$ cat config.mk
export PLATFORM = sky130hd
export DESIGN_NAME = oahi_ctrl
export DESIGN_NICKNAME = d
export VERILOG_FILES = /design/src/oahi_pkg.sv /design/src/oahi_ctrl.sv
export SDC_FILE = /design/constraint.sdc
export NUM_CORES = 1
export LEC_CHECK = 0
export BUFFER_PORTS_ARGS = -buffer_cell sky130_fd_sc_hd__buf_2
export CAP_MARGIN = 20
export CORE_MARGIN = 2
export CORE_UTILIZATION = 50
export CTS_CLUSTER_DIAMETER = 40
export DETAILED_ROUTE_END_ITERATION = 8
export GPL_ROUTABILITY_DRIVEN = 0
export PLACE_DENSITY = 0.82
export SLEW_MARGIN = 20
export SYNTH_ARGS = -nofsm -noshare
export SYNTH_HDL_FRONTEND = slang
export SYNTH_SLANG_ARGS = --single-unit
$ cat constraint.sdc
create_clock -name clk -period 3.7 [get_ports clk]
set_clock_uncertainty 0.05 [all_clocks]
set_input_delay 0.74 -clock clk [delete_from_list [all_inputs] [get_ports clk]]
set_output_delay 0.74 -clock clk [all_outputs]
set_load 0.01 [all_outputs]
$ cat src/oahi_pkg.sv
// ----------------------------------------------------------------------------
// oahi_pkg
// Shared types and constants of the open-addressing hash insert unit: command
// and mode codes, register indexes, controller states and the command and
// status groups between the controller and the datapath.
// ----------------------------------------------------------------------------
package oahi_pkg;

	// Width of the statistics counters and of the configuration data bus.
	localparam int CNT_W = 32;
	localparam int DATA_W = 32;
	localparam int ADDR_W = 4;

	// Commands carried by an input transfer.
	typedef enum logic [1:0] {
		CMD_INSERT = 2'd0,
		CMD_CLEAR  = 2'd1,
		CMD_CHECK  = 2'd2
	} cmd_t;

	// Probe sequences.
	typedef enum logic [1:0] {
		MODE_LINEAR = 2'd0,
		MODE_QUAD   = 2'd1,
		MODE_DOUBLE = 2'd2
	} mode_t;

	// Register indexes on the configuration port (byte address / 4).
	typedef enum logic [1:0] {
		REG_PROBE_MODE   = 2'd0,
		REG_TABLE_SIZE   = 2'd1,
		REG_SECOND_PRIME = 2'd2
	} reg_idx_t;

	// Operand selection of the serial modulo unit.
	typedef enum logic [1:0] {
		MSEL_HOME  = 2'd0,
		MSEL_PRIME = 2'd1,
		MSEL_STEP  = 2'd2
	} mod_sel_t;

	// Kind of result produced at the end of a command.
	typedef enum logic [2:0] {
		RES_NONE   = 3'd0,
		RES_INSERT = 3'd1,
		RES_FAIL   = 3'd2,
		RES_CLEAR  = 3'd3,
		RES_CHECK  = 3'd4
	} res_t;

	// Controller states.
	typedef enum logic [3:0] {
		S_CLR_INIT,
		S_CLR_CMD,
		S_IDLE,
		S_DISP,
		S_MOD_HOME,
		S_MOD_PRIME,
		S_STEP_START,
		S_MOD_STEP,
		S_PROBE_RD,
		S_PROBE_CHK,
		S_FINISH
	} state_t;

	// Commands from the controller to the datapath.
	typedef struct packed {
		logic     load_item;
		logic     mod_start;
		mod_sel_t mod_sel;
		logic     take_home;
		logic     take_step_raw;
		logic     take_step;
		logic     ram_rd;
		logic     rd_idx;
		logic     probe_next;
		logic     clr_start;
		logic     clr_write;
		logic     finish;
		res_t     kind;
	} ctrl_cmd_t;

	// Status from the datapath to the controller.
	typedef struct packed {
		logic       mod_done;
		logic       slot_valid;
		logic       last_probe;
		logic       clr_last;
		logic       dbl_ok;
		logic       out_free;
		logic [1:0] cmd_code;
	} dp_status_t;

endpackage

$ cat src/oahi_ctrl.sv
// ----------------------------------------------------------------------------
// oahi_ctrl
// Controller: sequences the clear sweep, the modulo steps, the probe loop and
// the completion of each command.
// ----------------------------------------------------------------------------
module oahi_ctrl (
	input  logic                  clk,
	input  logic                  arst_n,
	input  logic                  req_valid,
	output logic                  req_stall,
	input  oahi_pkg::dp_status_t  status,
	output oahi_pkg::ctrl_cmd_t   cmd_o
);

	oahi_pkg::state_t state_q;
	oahi_pkg::state_t state_d;
	oahi_pkg::res_t   kind_q;
	oahi_pkg::res_t   kind_d;

	// State and result kind registers.
	always_ff @(posedge clk or negedge arst_n) begin
		if (!arst_n) begin
			state_q <= oahi_pkg::S_CLR_INIT;
			kind_q  <= oahi_pkg::RES_NONE;
		end else begin
			state_q <= state_d;
			kind_q  <= kind_d;
		end
	end

	// Next state.
	always_comb begin
		state_d = state_q;
		kind_d  = kind_q;
		unique case (state_q)
			oahi_pkg::S_CLR_INIT: begin
				if (status.clr_last) begin
					state_d = oahi_pkg::S_IDLE;
				end
			end
			oahi_pkg::S_CLR_CMD: begin
				if (status.clr_last) begin
					state_d = oahi_pkg::S_FINISH;
					kind_d  = oahi_pkg::RES_CLEAR;
				end
			end
			oahi_pkg::S_IDLE: begin
				if (req_valid) begin
					state_d = oahi_pkg::S_DISP;
				end
			end
			oahi_pkg::S_DISP: begin
				unique case (status.cmd_code)
					oahi_pkg::CMD_INSERT: state_d = oahi_pkg::S_MOD_HOME;
					oahi_pkg::CMD_CLEAR:  state_d = oahi_pkg::S_CLR_CMD;
					oahi_pkg::CMD_CHECK: begin
						state_d = oahi_pkg::S_FINISH;
						kind_d  = oahi_pkg::RES_CHECK;
					end
					default: begin
						state_d = oahi_pkg::S_FINISH;
						kind_d  = oahi_pkg::RES_NONE;
					end
				endcase
			end
			oahi_pkg::S_MOD_HOME: begin
				if (status.mod_done) begin
					state_d = status.dbl_ok ? oahi_pkg::S_MOD_PRIME : oahi_pkg::S_PROBE_RD;
				end
			end
			oahi_pkg::S_MOD_PRIME: begin
				if (status.mod_done) begin
					state_d = oahi_pkg::S_STEP_START;
				end
			end
			oahi_pkg::S_STEP_START: state_d = oahi_pkg::S_MOD_STEP;
			oahi_pkg::S_MOD_STEP: begin
				if (status.mod_done) begin
					state_d = oahi_pkg::S_PROBE_RD;
				end
			end
			oahi_pkg::S_PROBE_RD: state_d = oahi_pkg::S_PROBE_CHK;
			oahi_pkg::S_PROBE_CHK: begin
				if (!status.slot_valid) begin
					state_d = oahi_pkg::S_FINISH;
					kind_d  = oahi_pkg::RES_INSERT;
				end else if (status.last_probe) begin
					state_d = oahi_pkg::S_FINISH;
					kind_d  = oahi_pkg::RES_FAIL;
				end else begin
					state_d = oahi_pkg::S_PROBE_RD;
				end
			end
			oahi_pkg::S_FINISH: begin
				if (status.out_free) begin
					state_d = oahi_pkg::S_IDLE;
				end
			end
			default: state_d = oahi_pkg::S_IDLE;
		endcase
	end

	// Datapath commands.
	always_comb begin
		cmd_o     = '0;
		req_stall = (state_q != oahi_pkg::S_IDLE);
		unique case (state_q)
			oahi_pkg::S_CLR_INIT, oahi_pkg::S_CLR_CMD: begin
				cmd_o.clr_write = 1'b1;
			end
			oahi_pkg::S_IDLE: begin
				cmd_o.load_item = req_valid;
			end
			oahi_pkg::S_DISP: begin
				unique case (status.cmd_code)
					oahi_pkg::CMD_INSERT: begin
						cmd_o.mod_start = 1'b1;
						cmd_o.mod_sel   = oahi_pkg::MSEL_HOME;
					end
					oahi_pkg::CMD_CLEAR: begin
						cmd_o.clr_start = 1'b1;
					end
					oahi_pkg::CMD_CHECK: begin
						cmd_o.ram_rd = 1'b1;
						cmd_o.rd_idx = 1'b1;
					end
					default: begin
					end
				endcase
			end
			oahi_pkg::S_MOD_HOME: begin
				if (status.mod_done) begin
					cmd_o.take_home = 1'b1;
					cmd_o.mod_start = status.dbl_ok;
					cmd_o.mod_sel   = oahi_pkg::MSEL_PRIME;
				end
			end
			oahi_pkg::S_MOD_PRIME: begin
				cmd_o.mod_sel       = oahi_pkg::MSEL_PRIME;
				cmd_o.take_step_raw = status.mod_done;
			end
			oahi_pkg::S_STEP_START: begin
				cmd_o.mod_start = 1'b1;
				cmd_o.mod_sel   = oahi_pkg::MSEL_STEP;
			end
			oahi_pkg::S_MOD_STEP: begin
				cmd_o.mod_sel   = oahi_pkg::MSEL_STEP;
				cmd_o.take_step = status.mod_done;
			end
			oahi_pkg::S_PROBE_RD: begin
				cmd_o.ram_rd = 1'b1;
			end
			oahi_pkg::S_PROBE_CHK: begin
				cmd_o.probe_next = status.slot_valid && !status.last_probe;
			end
			oahi_pkg::S_FINISH: begin
				cmd_o.finish = status.out_free;
				cmd_o.kind   = kind_q;
			end
			default: begin
			end
		endcase
	end

endmodule

### Word-level counts from Yosys, hierarchy flattened

Index checks and enable logic that the tools add are counted.

| word-level totals | value |
|---|---|
| register bits | 7 |
| output and inout port bits | 17 |
| logic and storage cells | 67 |

| cells by class | value |
|---|---|
| eq/ne operators | 22 |
| muxes and demuxes | 33 |
| reduce and logical (&&, ||, !) cells | 10 |

Operators with widths:

| operator | count |
|---|---|
| 4-bit case mux with 11 select lines | 1 |
| 4-bit two-way mux | 10 |
| 4-bit by 3-bit == test with 1-bit output (second input constant) | 4 |
| 2-bit inequality test (second input constant) | 8 |
| 4-bit == test (second input constant) | 3 |
| 3-bit two-way mux | 4 |
| 1-bit two-way mux | 9 |
| 3-bit case mux with 3 select lines | 1 |
| 4-bit by 2-bit == test with 1-bit output (second input constant) | 2 |
| 2-bit case mux with 4 select lines | 1 |
| 4-bit case mux with 2 select lines | 1 |
| 7-bit AND reduction | 1 |
| 2-bit two-way mux | 3 |
| 3-bit case mux with 2 select lines | 1 |
| 2-bit OR reduction | 3 |
| 4-bit by 1-bit == test with 1-bit output (second input constant) | 1 |
| 4-bit logical NOT | 1 |
| 4-bit by 2-bit inequality test with 1-bit output (second input constant) | 1 |
| 4-bit AND reduction | 1 |
| 3-bit inequality test (second input constant) | 1 |
| 1-bit case mux with 3 select lines | 1 |
| 3-bit nonzero test | 1 |
| 2-bit by 1-bit == test with 1-bit output (second input constant) | 1 |
| 2-bit == test (second input constant) | 1 |
| 4 further kinds | 4 |

### Logic depth before layout (Yosys ltp)

| logic depth | value |
|---|---|
| depth in word-level cells | 4 |
| gate-level depth with buffers | 6 |
| depth with buffers taken out | 4 |

### Worst setup path after synthesis

No wires, ideal clock.

| timing | value |
|---|---|
| path kind | input-to-output |
| start point | input status[0] (netlist bit) |
| end point | output cmd_o[8] (netlist bit) |
| arrival | 1336 ps |
| path slack | 1574 ps |
| stages on the path | 3 |
| buffers on the path | 0 |
| path through | nor4_1 and2_1 o21bai_1 |

RTL lines:

| element | RTL line | source |
|---|---|---|
| start: declaration | oahi_ctrl.sv:11 | `input oahi_pkg::dp_status_t status,` |
| end: declaration | oahi_ctrl.sv:12 | `output oahi_pkg::ctrl_cmd_t cmd_o` |

==> results.yml <==
status:
  outcome: "complete, no violations"
routing:
  drt-total-wl_um: 1784
  drt_iter0_markers: 22
  detailroute.via_count: 758
  average_wire_per_cell_in_the_routed_design_um: 14.05
  postRouteAntennaNets: 0
  viasPerCell: 5.969
  remaining_drc_errors: 0
  first_pass_iters: 4
layout:
  most_common_cell_after_layout_fill_and_taps_aside: "buf_2"
  final_util_pct: 64.20
  finish.instance_area_sq_um: 845.8
  synthToLayoutAreaGrowth_pct: 18.80
  fillCellCount: 116
  fin_nets: 124
  layout.cells.most_common_list: "27 x buf_2, 7 x nor2_1, 7 x dfrtp_1"
  multi_input_comb_area_sq_um: 466.7
  sequential_cell_area_sq_um: 175.2
  drive_gt1_share_pct: 33.04
  count_of_antenna_diodes_in_the_layout: 0
global_routing:
  grt_usage_pct: 22.18
  grt_start_max_net_pins: 19
  grt_antenna_before_repair: 0
  global_route_wire_length_before_repair_um: 3001
  grt-ovfl-total: 0
  via_count_of_the_first_global_routing_pass: 697
sta:
  finalWorstPathRequiredPeriod_ns: 2.676
  maxSlewHeadroom_pct: 65.89
  tightestPinTransition_ns: 0.5116
  finalSetupViolations: 0
  hold_viol_final: 0
  totalNegativeSetupSlack_ns: 0
  timing.final.max_slew_violations: 0
  min_period_over_period_pct: 72.32
  unrepaired_setup_endpoints_after_global_routing: "false"
  setup_slack_ns: 1.024
  timing.fmax_mhz: 373.7
floorplanning:
  num_io_pins: 28
  die-width_um: 41.74
  floorplan.die.height_um: 41.74
  design.core.area_sq_mm: 0.001318
  placementRows: 13
  initial_core_util_pct: 54.04
  die_area_sq_mm: 0.001742
min_path:
  worstHoldPathType: "input port to async pin"
critical_path:
  cp_data_arrival_time_ns: 1.89
  timing.critical_path.fanout_max: 18
  timing.rr.start: "state_q[3]$_DFFE_PN0P_"
  length_in_cells_of_the_worst_reg_to_reg_path: 4
  reg2reg_setup_slack_ns: 1.92
  timing.rr.end: "state_q[0]$_DFFE_PN0P_"
  critical_path_class: "flip-flop to output port"
  critical_path_start_type: "flip-flop"
  worst-endpoint-required_ns: 2.91
  end_kind: "output port"
power:
  peakVddDrop_mv: 0.3754
  share_comb_of_total_power_pct: 58.5
  netSwitchingFraction_pct: 48.51
  leakagePower_nw: 0.4084
  power.internal_mw: 0.3079
  p_switching_mw: 0.2901
  power-per-cell-area_mw_per_mm2: 707.0
  seq_power_share_pct: 29.5
  clkPwrFrac_pct: 12.0
yosys:
  async_reset_ff_share_pct: 100.0
  synth_cell_type_count: 39
  synth-seq-cells: 7
  number_of_synthesized_flops_with_an_enable_pin: 0
  synth_ff_type: "dfrtp_1"
  netlist_instances: 89
  yosysSeqAreaShare_pct: 24.60
  synthesis.nets: 100
  syn-cell-area_sq_um: 711.9
  postSynthAreaPerCell_sq_um: 7.999
  yosys_warnings: 0
cts:
  cts_max_path_buffers: 2
  cts.sink_count: 7
  total_clock_buffers_created_by_cts: 3
  clock_network_latency_to_the_later_pin_of_the_worst_skew_pair_ns: 0.26
  clock_tree_root_buffer_cell: "clkbuf_4"
  cts.hold.buffers_added: 0
  post-cts-setup-buffers: 0
  tritoncts: "built"
  cts-htree-levels: 1
  cts-resized-gates: 0
  path_clk_slew_ns: 0.05
placement:
  dp_worst_setup_slack_ns: 1.299
  post_detail_place_hpwl_um: 1354
  placed_cell_area_sq_um: 818.3
  number_of_input_and_output_port_buffers_inserted: 27
run:
  maxCapViolations: 0
==> Yosys cell counts, types with 2 or more instances <==
cell | count | area [sq um]
dfrtp_1 | 7 | 175.2
nor2_1 | 7 | 26.28
inv_1 | 6 | 22.52
and2_1 | 5 | 31.28
buf_2 | 5 | 25.02
nand2_1 | 5 | 18.77
a21oi_1 | 4 | 20.02
and3_1 | 4 | 25.02
nor3_1 | 4 | 20.02
a211oi_1 | 3 | 22.52
nor4_1 | 3 | 18.77
a211o_1 | 2 | 17.52
a21o_1 | 2 | 15.01
a32o_1 | 2 | 20.02
nand2b_1 | 2 | 12.51
nor2b_1 | 2 | 12.51
o21ai_0 | 2 | 10.01
o21ai_1 | 2 | 10.01
o22ai_1 | 2 | 12.51
==> power by group through the flow <==
stage          Combinational (mW)  Clock [mW]  Sequential (mW)
6_report                    0.350      0.0716            0.176
5_1_grt                     0.387      0.0766            0.186
4_1_cts                     0.350      0.0730            0.174
3_5_place_dp                0.348           0            0.175
3_3_place_gp                0.339           0            0.174
2_1_floorplan               0.325           0            0.119
==> worst max path at each step <==
stage | startpoint | end | cells after the start
floorplan | status[0] | cmd_o[8] | 3
global placement | status[0] | cmd_o[8] | 5
detailed placement | status[0] | cmd_o[8] | 5
CTS | state_q[1]$_DFFE_PN0P_ | cmd_o[8] | 5
global route | state_q[1]$_DFFE_PN0P_ | cmd_o[8] | 5
finish | state_q[1]$_DFFE_PN0P_ | cmd_o[8] | 5
==> cells by family after synthesis <==
family          synth area share [%]
simple gates                   29.53
buf+inv                        9.841
flops                          24.60
compound gates                 32.87
mux                            3.163
==> worst max-delay path: stages (launching register included) <==
cell and delay [ns]:
dfrtp_1 0.65, nand2_1 0.20, nor4_1 0.28, and2_1 0.22, o21bai_1 0.12, buf_2 0.15
==> flip-flops by register name, summed over array words and instances (netlist names) <==
signal / count
state_q: 4
kind_q: 3
==> cell type report <==
| cell class | instances | area share [%] |
|---|---|---|
| well taps | 15 | 2.219 |
| flip-flops and latches | 7 | 20.71 |
| repair buffers | 27 | 15.98 |
| multi-input cells | 68 | 55.18 |
| clock inverters | 1 | 0.5917 |
| inverters | 6 | 2.663 |
| clock buffers | 3 | 2.663 |
==> per-layer routing <==
metal / up-vias / track usage (%) / share of wire (%)
met5: - / 0 / 0
met4: 0 / 5.161 / 1.2
met3: 4 / 9.130 / 7.5
met2: 26 / 35.31 / 50
met1: 352 / 27.81 / 41
li1: 376 / - / -
==> metrics by stage <==
| stage | power (mW) | std cells | hold slack, ns |
|---|---|---|---|
| 5_1_grt | 0.6496 | 127 | 0.2505 |
| 3_3_place_gp | 0.5122 | 123 | 0.4154 |
| 4_1_cts | 0.5962 | 127 | 0.2473 |
| 2_1_floorplan | 0.4437 | 89 | 0.3910 |
| 3_5_place_dp | 0.5229 | 123 | 0.4271 |
| 6_report | 0.5980 | 127 | 0.2474 |
Power figures use the tool's default switching activity.
